$ cat src/rtl/mrq_pkg.sv
// package: types, constants and helpers of the multicast retransmit queue
package mrq_pkg;

   localparam int QueueDepth = 8;
   localparam int IdxW = $clog2(QueueDepth);
   localparam int MaxBurst = 16;
   localparam int SlotW = 49;

   localparam logic [1:0] ReqAdd = 2'd0;
   localparam logic [1:0] ReqRemove = 2'd1;
   localparam logic [1:0] ReqTick = 2'd2;

   localparam logic [1:0] StOk = 2'd0;
   localparam logic [1:0] StBusy = 2'd1;
   localparam logic [1:0] StNotFound = 2'd2;
   localparam logic [1:0] StNone = 2'd3;

   localparam logic [0:0] CsrInterval = 1'd0;
   localparam logic [0:0] CsrBurst = 1'd1;

   typedef struct packed {
      logic [1:0]  req_type;
      logic [7:0]  msg_type;
      logic [15:0] msg_id;
      logic        msg_priority;
      logic [7:0]  transmissions;
      logic [15:0] payload_ref;
      logic [31:0] tick_count;
   } req_type_type;

   typedef struct packed {
      logic [1:0]      status;
      logic [IdxW-1:0] slot_index;
      logic [7:0]      sent_type;
      logic [15:0]     sent_id;
      logic [15:0]     sent_payload_ref;
      logic [7:0]      sends_left;
      logic            last;
   } rsp_type;

   typedef struct packed {
      logic [7:0]  mtype;
      logic [15:0] id;
      logic        prio;
      logic [7:0]  count;
      logic [15:0] payload;
   } slot_type;

endpackage

$ cat src/rtl/mrq_ram.sv
// generic single-port-write, single-read ram with registered read data
module mrq_ram #(
   parameter int Width = 8,
   parameter int Depth = 8
) (
   input  logic                     clock,
   input  logic                     wr_en,
   input  logic [$clog2(Depth)-1:0] wr_addr,
   input  logic [Width-1:0]         wr_data,
   input  logic [$clog2(Depth)-1:0] rd_addr,
   output logic [Width-1:0]         rd_data
);
   logic [Width-1:0] mem_ff [Depth];
   logic [Width-1:0] rd_ff;

   always_ff @(posedge clock) begin
      if (wr_en) mem_ff[wr_addr] <= wr_data;
      rd_ff <= mem_ff[rd_addr];
   end
   assign rd_data = rd_ff;
endmodule

$ cat src/rtl/multicast_retransmit_queue.sv
// top level: slot table retransmit queue with add, remove and timed round-robin send
// One request at a time is handled by a sequencer around a slot memory
// (QueueDepth entries, registered read) plus per-slot live and priority flag
// registers. An add picks a free slot from the flags, searching backwards from
// the pointer, and writes it in the accept cycle. A remove reads every slot
// once. Every tick first runs a 32/16 bit serial remainder; a tick off the
// interval then answers. A processed tick runs, for each send, a pick from the
// flags, a read of the slot, and a write back of the decremented count with the
// result load, and then one final pick; when nothing is sent it answers with a
// single result. Time spent waiting on a held result comes on top. The next
// request is taken once the last result for the current one is handed to the
// output register. Reset clears the live flags at once; there is no clearing
// pass.
module multicast_retransmit_queue (
   input  logic                      clock,
   input  logic                      reset,
   input  logic                      req_valid,
   output logic                      req_stall,
   input  mrq_pkg::req_type_type     req_data,
   output logic                      rsp_valid,
   input  logic                      rsp_stall,
   output mrq_pkg::rsp_type          rsp_data,
   input  logic                      csr_we,
   input  logic [0:0]                csr_index,
   input  logic [15:0]               csr_wdata
);
   localparam int D = mrq_pkg::QueueDepth;
   localparam int IW = mrq_pkg::IdxW;

   typedef enum logic [2:0] {
      S_IDLE, S_REM_RD, S_DIV, S_PICK, S_SEND_RD, S_SEND_WR, S_OUT
   } state_type;

   state_type state_ff;
   mrq_pkg::req_type_type req_ff;
   mrq_pkg::rsp_type rsp_ff, rsp_in;
   mrq_pkg::rsp_type res_ff, res_in;
   logic rsp_valid_ff;
   logic [15:0] interval_ff;
   logic [4:0] burst_ff;
   logic [D-1:0] live_ff, prio_ff;
   logic [IW-1:0] next_ff, idx_ff;
   logic [IW:0] cnt_ff;
   logic [4:0] sent_ff;
   logic found_ff;
   logic [16:0] rem_ff;
   logic [5:0] dcnt_ff;

   // slot memory
   logic ram_we;
   logic [IW-1:0] ram_wa, ram_ra;
   mrq_pkg::slot_type ram_wd, ram_rd;
   mrq_ram #(.Width(mrq_pkg::SlotW), .Depth(D)) u_slots (
      .clock(clock), .wr_en(ram_we), .wr_addr(ram_wa), .wr_data(ram_wd),
      .rd_addr(ram_ra), .rd_data(ram_rd)
   );

   // free search backwards from the pointer
   logic free_hit;
   logic [IW-1:0] free_idx;
   always_comb begin
      logic [IW-1:0] k;
      free_hit = 1'b0;
      free_idx = '0;
      for (int i = D - 1; i >= 0; i--) begin
         k = next_ff - IW'(i);
         if (!live_ff[k]) begin
            free_hit = 1'b1;
            free_idx = k;
         end
      end
   end

   // send pick forward from the pointer, priority first
   logic pick_hit, pp_hit;
   logic [IW-1:0] pick_idx, pp_idx, pa_idx;
   always_comb begin
      logic [IW-1:0] k;
      logic pa_hit;
      pp_hit = 1'b0; pa_hit = 1'b0; pp_idx = '0; pa_idx = '0;
      for (int i = D - 1; i >= 0; i--) begin
         k = next_ff + IW'(i);
         if (live_ff[k] && prio_ff[k]) begin pp_hit = 1'b1; pp_idx = k; end
         if (live_ff[k]) begin pa_hit = 1'b1; pa_idx = k; end
      end
      pick_hit = pa_hit;
      pick_idx = pp_hit ? pp_idx : pa_idx;
   end

   logic [15:0] iv;
   assign iv = (interval_ff == 16'd0) ? 16'd1 : interval_ff;
   logic [16:0] rem_sh, rem_sub;
   assign rem_sh = {rem_ff[15:0], req_ff.tick_count[5'd31 - dcnt_ff[4:0]]};
   assign rem_sub = rem_sh - {1'b0, iv};

   logic [4:0] burst_eff;
   assign burst_eff = (burst_ff > 5'(mrq_pkg::MaxBurst)) ? 5'(mrq_pkg::MaxBurst) : burst_ff;

   logic out_free;
   assign out_free = !rsp_valid_ff || !rsp_stall;
   logic [7:0] dec_count;
   assign dec_count = ram_rd.count - 8'd1;

   // memory port control
   always_comb begin
      ram_we = 1'b0;
      ram_wa = idx_ff;
      ram_wd = ram_rd;
      ram_ra = idx_ff;
      if (state_ff == S_IDLE && req_valid && req_data.req_type == mrq_pkg::ReqAdd
          && free_hit) begin
         ram_we = 1'b1;
         ram_wa = free_idx;
         ram_wd = '{mtype: req_data.msg_type, id: req_data.msg_id,
                    prio: req_data.msg_priority, count: req_data.transmissions,
                    payload: req_data.payload_ref};
      end else if (state_ff == S_REM_RD) begin
         ram_ra = cnt_ff[IW-1:0];
      end else if (state_ff == S_SEND_WR && out_free) begin
         ram_we = 1'b1;
         ram_wd.count = dec_count;
      end
   end

   assign req_stall = (state_ff != S_IDLE);

   // pending result of the accepted request; add outcome is known at once
   always_comb begin
      res_in = '0;
      res_in.status = mrq_pkg::StNone;
      res_in.last = 1'b1;
      if (req_data.req_type == mrq_pkg::ReqAdd) begin
         if (free_hit) begin
            res_in.status = mrq_pkg::StOk;
            res_in.slot_index = free_idx;
         end else begin
            res_in.status = mrq_pkg::StBusy;
         end
      end
   end

   // a send is the last one when the burst is used up or no slot stays live
   logic [D-1:0] live_after;
   logic send_last;
   always_comb begin
      live_after = live_ff;
      if (dec_count == 8'd0) live_after[idx_ff] = 1'b0;
      send_last = (sent_ff + 5'd1 == burst_eff) || (live_after == '0);
   end

   // output register load: a send result or the pending single result
   logic rsp_load;
   assign rsp_load = out_free && (state_ff == S_OUT || state_ff == S_SEND_WR);
   always_comb begin
      if (state_ff == S_OUT) begin
         rsp_in = res_ff;
      end else begin
         rsp_in = '{status: mrq_pkg::StOk, slot_index: idx_ff,
            sent_type: ram_rd.mtype, sent_id: ram_rd.id,
            sent_payload_ref: ram_rd.payload, sends_left: dec_count,
            last: send_last};
      end
   end

   always_ff @(posedge clock) begin
      if (reset) begin
         state_ff <= S_IDLE;
         rsp_valid_ff <= 1'b0;
         interval_ff <= 16'd1;
         burst_ff <= 5'd1;
         live_ff <= '0;
         prio_ff <= '0;
         next_ff <= '0;
      end else begin
         if (rsp_load) rsp_valid_ff <= 1'b1;
         else if (!rsp_stall) rsp_valid_ff <= 1'b0;
         if (rsp_load) rsp_ff <= rsp_in;
         if (csr_we) begin
            case (csr_index)
               mrq_pkg::CsrInterval: interval_ff <= csr_wdata;
               mrq_pkg::CsrBurst: burst_ff <= csr_wdata[4:0];
               default: ;
            endcase
         end
         case (state_ff)
            S_IDLE: if (req_valid) begin
               req_ff <= req_data;
               res_ff <= res_in;
               case (req_data.req_type)
                  mrq_pkg::ReqAdd: begin
                     if (free_hit) begin
                        live_ff[free_idx] <= (req_data.transmissions != 8'd0);
                        prio_ff[free_idx] <= req_data.msg_priority;
                        next_ff <= free_idx;
                     end
                     state_ff <= S_OUT;
                  end
                  mrq_pkg::ReqRemove: begin
                     cnt_ff <= '0; found_ff <= 1'b0; state_ff <= S_REM_RD;
                  end
                  mrq_pkg::ReqTick: begin
                     rem_ff <= '0; dcnt_ff <= '0; sent_ff <= '0; state_ff <= S_DIV;
                  end
                  default: state_ff <= S_OUT;
               endcase
            end
            S_REM_RD: begin
               // compare the slot read last cycle
               if (cnt_ff != '0) begin
                  if (live_ff[idx_ff] && ram_rd.mtype == req_ff.msg_type
                      && ram_rd.id == req_ff.msg_id) begin
                     live_ff[idx_ff] <= 1'b0;
                     found_ff <= 1'b1;
                  end
               end
               idx_ff <= cnt_ff[IW-1:0];
               if (cnt_ff == (IW+1)'(D)) begin
                  res_ff.status <= (found_ff || (live_ff[idx_ff]
                     && ram_rd.mtype == req_ff.msg_type && ram_rd.id == req_ff.msg_id))
                     ? mrq_pkg::StOk : mrq_pkg::StNotFound;
                  state_ff <= S_OUT;
               end
               cnt_ff <= cnt_ff + 1'b1;
            end
            S_DIV: begin
               // restoring remainder, one dividend bit a cycle
               rem_ff <= rem_sub[16] ? rem_sh : rem_sub;
               dcnt_ff <= dcnt_ff + 1'b1;
               if (dcnt_ff == 6'd31) begin
                  if ((rem_sub[16] ? rem_sh : rem_sub) == 17'd0) state_ff <= S_PICK;
                  else state_ff <= S_OUT;
               end
            end
            S_PICK: begin
               if (sent_ff == burst_eff || !pick_hit) begin
                  if (sent_ff == 5'd0) state_ff <= S_OUT;
                  else state_ff <= S_IDLE;
               end else begin
                  idx_ff <= pick_idx;
                  state_ff <= S_SEND_RD;
               end
            end
            S_SEND_RD: state_ff <= S_SEND_WR;
            S_SEND_WR: if (out_free) begin
               if (dec_count == 8'd0) live_ff[idx_ff] <= 1'b0;
               next_ff <= idx_ff + 1'b1;
               sent_ff <= sent_ff + 1'b1;
               state_ff <= S_PICK;
            end
            S_OUT: if (out_free) begin
               state_ff <= S_IDLE;
            end
            default: state_ff <= S_IDLE;
         endcase
      end
   end

   assign rsp_valid = rsp_valid_ff;
   assign rsp_data = rsp_ff;

   // a new request is never taken while a send burst is underway
   assert property (@(posedge clock) disable iff (reset)
      (state_ff == S_SEND_WR) |-> req_stall)
      else $error("request taken during send");
   assert property (@(posedge clock) disable iff (reset)
      (state_ff == S_SEND_WR && out_free) |=> !live_ff[$past(idx_ff)] ||
      ($past(dec_count) != 8'd0))
      else $error("slot left live with zero count");
   assert property (@(posedge clock) disable iff (reset)
      (state_ff == S_DIV) |-> (rem_ff < 17'(iv)))
      else $error("remainder out of range");
   // a stalled result holds still
   assert property (@(posedge clock) disable iff (reset)
      (rsp_valid && rsp_stall) |=> (rsp_valid && $stable(rsp_data)))
      else $error("stalled result changed");
endmodule
$ cat config.mk
export PLATFORM = sky130hd
export DESIGN_NAME = multicast_retransmit_queue
export DESIGN_NICKNAME = d
export VERILOG_FILES = /design/src/rtl/mrq_pkg.sv /design/src/rtl/mrq_ram.sv /design/src/rtl/multicast_retransmit_queue.sv
export SDC_FILE = /design/constraint.sdc
export NUM_CORES = 1
export LEC_CHECK = 0
export BUFFER_PORTS_ARGS = -buffer_cell sky130_fd_sc_hd__buf_4
export CELL_PAD_IN_SITES_DETAIL_PLACEMENT = 0
export CELL_PAD_IN_SITES_GLOBAL_PLACEMENT = 2
export CORE_MARGIN = 2
export CORE_UTILIZATION = 48
export CTS_CLUSTER_DIAMETER = 30
export DETAILED_ROUTE_END_ITERATION = 8
export PLACE_DENSITY_LB_ADDON = 0.1
export SYNTH_ARGS = -nofsm -noshare
export SYNTH_HDL_FRONTEND = slang
export SYNTH_SLANG_ARGS = --single-unit
$ cat constraint.sdc
create_clock -name clock -period 11.1 [get_ports clock]
set_input_delay 2.775 -clock clock [delete_from_list [all_inputs] [get_ports clock]]
set_output_delay 2.775 -clock clock [all_outputs]
set_load 0.05 [all_outputs]
After elaboration in Yosys (flattened, before gate mapping)
Memories as Yosys holds them, arrays and structs flattened. A register that Yosys moved wholly into a read port is not among the register bits.
Cells that the tools add are included.
{"block": "word_totals", "ff_bits": 194, "input_bits": 105, "mem_bits_rw": 392, "n_memories": 1, "word_cells": 328}
{"name": "u_slots.mem_ff", "words": 8, "width": 49, "read_ports": 1, "rd_clocked_by_memory_dff": 1, "wr": 1, "line_no": "mrq_ram.sv:13", "text": "logic [Width-1:0] mem_ff [Depth];"}
{"block": "classes", "bitwise_logic": 4, "reduce_logical": 55, "order_cmp": 21, "mux": 174, "eq_ne": 27, "addsub": 21}
{"cell": "$mux W3", "count": 42}
{"cell": "$mux W8", "count": 10}
{"cell": "$bmux W1 S3", "count": 24}
{"cell": "$lt A3 B4 Y1 const B", "count": 17}
{"cell": "$mux W16", "count": 4}
{"cell": "$mux W1", "count": 63}
{"cell": "$mux W54", "count": 1}
{"cell": "$mux W52", "count": 1}
{"cell": "$pmux W16 S2", "count": 1}
{"cell": "$mux W25", "count": 1}
{"cell": "$mux W5", "count": 5}
{"cell": "$pmux W8 S3", "count": 1}
{"cell": "$pmux W3 S7", "count": 1}
{"cell": "$pmux W3 S2", "count": 3}
{"cell": "$logic_and A1 B1 Y1", "count": 17}
{"cell": "$logic_not A17 Y1", "count": 1}
{"cell": "$mux W17", "count": 1}
{"cell": "$sub A17 B16 Y17", "count": 1}
{"cell": "$bwmux W8", "count": 2}
{"cell": "$eq A16 B16 Y1", "count": 1}
{"cell": "$logic_not A16 Y1", "count": 1}
{"cell": "$logic_not A8 Y1", "count": 2}
{"cell": "$reduce_and A4 Y1", "count": 4}
{"cell": "$reduce_and A5 Y1", "count": 3}
{"cell": "other kinds (51)", "count": 95}

Longest topological paths before layout
{"block": "depth", "word_depth": 20, "ltp_mapped": 28}

Cells and area by module
From an unflattened synthesis, not the netlist that was laid out.
{"block": "unflattened", "hier_cells": 1899, "hier_area_um2": 27873.0}
{"mod": "mrq_ram", "area_each_um2": 15742.6, "cells_per_inst": 628, "n_inst": 1, "seq_area_each_um2": 12752.2}
{"mod": "multicast_retransmit_queue", "area_each_um2": 12130.4, "cells_per_inst": 1271, "n_inst": 1, "seq_area_each_um2": 5385.2}

Worst setup path before layout
No wires, ideal clock.
{"block": "synth_timing", "path_kind": "input -> register", "startpoint": "input port reset", "endpoint": "register rsp_ff, in the netlist rsp_data[0], enable pin", "n_path_buf": 2, "arrival_time_ns": 7.165, "path_stages": 3, "t_required_ns": 10.553, "setup_slack_ns": 3.388, "cell_sequence": "clkbuf_1 > clkbuf_1 > a211oi_1"}
{"block": "synth_between", "elab_chain_cells": 2}
{"element": "from (decl)", "line_no": "multicast_retransmit_queue.sv:16", "text": "input logic reset,"}
{"element": "$not A1 Y1 (no line)"}
{"element": "$reduce_and A2 Y1 (no line)"}
{"element": "to (signal assigned)", "line_no": "multicast_retransmit_queue.sv:177", "text": "if (rsp_load) rsp_ff <= rsp_in;"}
{"element": "to (decl)", "line_no": "multicast_retransmit_queue.sv:36", "text": "mrq_pkg::rsp_type rsp_ff, rsp_in;"}
Every way passes these cells.
A chain may end at the register's enable or synchronous reset.

Worst setup path in the final report
{"block": "layout_timing", "startpoint": "register dcnt_ff[0]", "endpoint": "register state_ff[2]"}
{"block": "layout_between", "elab_chain_cells": 9, "word_cells_on_any_way": 12, "classes_between": "2 x add/sub; 2 x eq/ne; 6 x mux; 2 x reduce/logical"}
{"element": "from (decl)", "line_no": "multicast_retransmit_queue.sv:47", "text": "logic [5:0] dcnt_ff;"}
{"element": "from (signal assigned)", "line_no": "multicast_retransmit_queue.sv:228", "text": "dcnt_ff <= dcnt_ff + 1'b1;"}
{"element": "$sub A5 B5 Y5", "line_no": "multicast_retransmit_queue.sv:93", "text": "assign rem_sh = {rem_ff[15:0], req_ff.tick_count[5'd31 - dcnt_ff[4:0]]};"}
{"element": "$bmux W1 S5", "line_no": "multicast_retransmit_queue.sv:93"}
{"element": "$mux W1 (not written as such)", "line_no": "multicast_retransmit_queue.sv:93"}
{"element": "$sub A17 B16 Y17", "line_no": "multicast_retransmit_queue.sv:94", "text": "assign rem_sub = rem_sh - {1'b0, iv};"}
{"element": "$mux W17", "line_no": "multicast_retransmit_queue.sv:230", "text": "if ((rem_sub[16] ? rem_sh : rem_sub) == 17'd0) state_ff <= S_PICK;"}
{"element": "$logic_not A17 Y1", "line_no": "multicast_retransmit_queue.sv:230"}
{"element": "$mux W3", "line_no": "multicast_retransmit_queue.sv:230"}
{"element": "$mux W3", "line_no": "multicast_retransmit_queue.sv:229", "text": "if (dcnt_ff == 6'd31) begin"}
{"element": "$pmux W3 S7", "line_no": "multicast_retransmit_queue.sv:185", "text": "case (state_ff)"}
{"element": "to (signal assigned)", "line_no": "multicast_retransmit_queue.sv:230"}
{"element": "to (signal assigned)", "line_no": "multicast_retransmit_queue.sv:231", "text": "else state_ff <= S_OUT;"}
{"element": "to (signal assigned)", "line_no": "multicast_retransmit_queue.sv:236", "text": "if (sent_ff == 5'd0) state_ff <= S_OUT;"}
{"element": "to (decl)", "line_no": "multicast_retransmit_queue.sv:34", "text": "state_type state_ff;"}
Parallel ways exist; a longest one is shown, timed or not. The select of a mux whose other input is x is not followed.

==> flow_summary.toml <==
[clocking]
htreeDepth = 3
cts_resized = 0
cts.sinks = 626
cts_setup_buffers = 0
cts_buffers = 118
clkLatencyLatePin_ns = 0.68
cts.path.max_buffers = 3
cts_tree = "built"
cts_root_buf = "clkbuf_16"
ctsHoldBuffers = 0
path_clk_slew_ns = 0.05

[synth]
synth.distinct_cells = 94
ys_seq_area_share_pct = 64.5
synthArstFlopShare_pct = 0
synth_warnings = 0
syn-cell-area_sq_um = 27700
ys_seq_elements = 626
avgSynthCellArea_sq_um = 15.2
synth_edf_count = 534
syn_inst = 1821
synth_nets = 1958
ys.flop_type = "edfxtp_1"

[global_route]
antenna_found_initial = 2
grt_pass1_vias = 17200
grt_max_degree = 97
grt_pass1_wl_um = 101000
track_usage_pct = 22.1
gr-total-overflow = 0

[setup_path]
reg2reg_from = "dcnt_ff[0]"
cp_slowest_cell = "ha_1"
cp_max_fo = 30
reg2regPathDepth = 23
rr_endpoint = "state_ff[2]"
cpMostUsedCell = "o21ai_0"
crit_type = "flip-flop to flip-flop"
cp-startpoint = "dcnt_ff[0]"
slowest_delay_ns = 0.90
arrival_ns = 7.55
start_kind = "flip-flop"
required_ns = 11.60
cp.buffers_inverters = 2
crit_chain = "mux4_2 -> mux4_2 -> nand2_1 -> o21ai_0 -> inv_1 -> ha_1 -> fa_1 -> nor2b_1 -> o31a_1 -> o311ai_0 -> a21boi_0 -> o21ai_0 -> a21boi_0 -> o21ai_0 -> nand2b_1 -> ha_1 -> inv_1 -> a21oi_1 -> nand3_1 -> a2111oi_0 -> nand4_1 -> nand4_1 -> a21oi_1"
crit_cells = 23
path_delay_family = "compound AO/OA/AOI/OAI gates"
endpoint_kind = "flip-flop"
reg2reg_slack_ns = 4.05
worstSetupEndpoint = "state_ff[2]"

[power_and_ir_drop]
cellPowerDensity_nw_per_um2 = 256
peakVddDrop_v = 0.000162
p_total_mw = 8.66
power_leakage_nw = 11.7

[hold_path]
hold_path.class = "flip-flop to flip-flop"
holdPathStages = 2

[route]
drc = 0
avgRoutedWirePerCell_um = 22.3
dr_total_vias = 16500
via_per_inst = 5.68
drt-pass1-iter-count = 5
drt_wl_total_um = 64700
dr.first_iter.drc_count = 1027
ant_nets = 0

[final_layout]
fin_nets = 2163
multi_input_area_sq_um = 9350
final_cell_mix = "edfxtp_1, buf_4, nand2_1"
fillCellCount = 4453
syn_to_final_growth_pct = 22.1
final_common_cell = "edfxtp_1"
layout-drive-gt1-share_pct = 29.9
regArea_sq_um = 17900

[timing]
hold_violations = 0
slew_viol_final = 0
worst_slew_pin_slew_ns = 1.09
setup_viol = 0
finalClockSkew_ns = 0.0325
fin_crit_sh_pct = 63.6
fmax_ghz = 0.142
rsz0062_at_grt = "false"
period_minus_slack_ns = 7.05
max-slew-margin-rel_pct = 27.6
fin_setup_tns_ns = 0

[outcome]
outcome = "complete, no violations"

[placed_design]
portBuffers = 160
gp_congestion = 0.823
hpwl_um = 39000

[floorplanning]
start_util_pct = 48.3
fp.dieW_um = 244
fp-row-count = 88
die_area_sq_um = 59700
core-area_sq_um = 57400
num_io_pins = 161
dieHeight_um = 244

[job]
cap_viol_max_count = 0
layer usage:
layer  vias up  GRT usage (%)  routed length, um
li1       7535              -                  -
met1      8371           29.9              28600
met2       453           35.7              31300
met3       107           3.90               3080
met4         0           8.43               1760
met5         -              0                  0
cell families after synthesis:
logic type	Yosys count	share of synthesized area (%)
mux	255	15.6
compound gates	244	5.81
simple gates	461	8.33
fa+ha+maj	32	1.47
buf+inv	138	2.17
flops	626	64.5
xor+xnor	65	2.11
stage by stage:
step | area [sq um] | instances | setup slack, ns | hold slack (ns) | utilization (%)
floorplan | 27700 | 1821 | 3.39 | 0.443 | -
global placement | 29700 | 2671 | 4.27 | 0.461 | 51.8
detailed placement | 29700 | 2671 | 4.01 | 0.465 | 51.8
CTS | 33800 | 2897 | 3.99 | 0.472 | 59.0
global route | 33800 | 2898 | 3.18 | 0.492 | 59.0
finish | 33800 | 2899 | 4.05 | 0.473 | 59.0
synth_stat cells, types with 4 or more instances:
master    instances  area (sq um)
a31oi_1          10          62.6
a211o_1           5          43.8
mux4_2          129          2910
nand2b_1         10          62.6
clkbuf_1         63           236
dfxtp_1          92          1840
o21a_1           10          75.1
buf_1             9          33.8
xor2_1           44           385
buf_2            15          75.1
xnor2_1          19           166
and3_1           11          68.8
buf_6             7          78.8
mux2_2           74           833
inv_1            40           150
ha_1             31           388
and2_1           57           357
nand4_1          10          62.6
mux2_1           26           293
or2_2             5          31.3
o31ai_1           8          60.1
a21oi_1          79           395
o21ai_0          42           210
nand3_1          31           155
nor2b_1          16           100
a22oi_1           6          45.0
nor4_1           19           119
nor3b_1           5          37.5
o22ai_1           8          50.1
nor2_1          108           405
edfxtp_1        534         16000
a21o_1           10          75.1
nand2_1         131           492
nor3_1           26           130
o211ai_1          6          45.0
a21boi_0          4          30.0
a211oi_1         14           105
mux2i_1          22           220
power by group:
group | total [mW] | switching [mW] | leakage, nW | internal (mW)
clock network | 3.57 | 1.25 | 1.97 | 2.31
logic | 1.84 | 1.09 | 4.16 | 0.746
registers | 3.26 | 0.177 | 5.60 | 3.08
total | 8.66 | 2.52 | 11.7 | 6.14
sequential cells by signal, indices dropped and copies added (netlist names), 4 cells and up:
signal           count
rsp_data            54
u_slots.mem_ff     384
u_slots.rd_data     48
res_ff               5
cnt_ff               4
rem_ff              16
sent_ff              5
burst_ff             5
live_ff              8
req_ff              56
interval_ff         16
prio_ff              8
dcnt_ff              6
layout make-up:
type / count / share of cell area, %
clock inverter: 92 / 2.96
multi-input combinational: 1057 / 27.6
clock buffer: 134 / 9.18
sequential: 626 / 52.8
tap: 765 / 2.83
timing repair buffer: 182 / 4.08
inverter: 41 / 0.455
antenna: 2 / 0.0148
worst register-to-register path, stage by stage (launching register included):
cell       delay, ns
edfxtp_1        0.75
mux4_2          0.59
mux4_2          0.48
nand2_1         0.07
o21ai_0         0.16
inv_1           0.13
ha_1            0.19
fa_1            0.22
nor2b_1         0.07
o31a_1          0.30
o311ai_0        0.36
a21boi_0        0.29
o21ai_0         0.21
a21boi_0        0.10
o21ai_0         0.17
nand2b_1        0.08
ha_1            0.90
inv_1           0.52
a21oi_1         0.27
nand3_1         0.12
a2111oi_0       0.44
nand4_1         0.25
nand4_1         0.15
a21oi_1         0.07
worst min path at each step:
stage	startpoint	endpoint	slack, ns
floorplan	interval_ff[0]	interval_ff[0]	0.44
global placement	interval_ff[5]	interval_ff[5]	0.46
detailed placement	interval_ff[7]	interval_ff[7]	0.46
CTS	interval_ff[9]	interval_ff[9]	0.47
global route	interval_ff[7]	interval_ff[7]	0.49
finish	interval_ff[12]	interval_ff[12]	0.47
(Power assumes the default switching activity.)
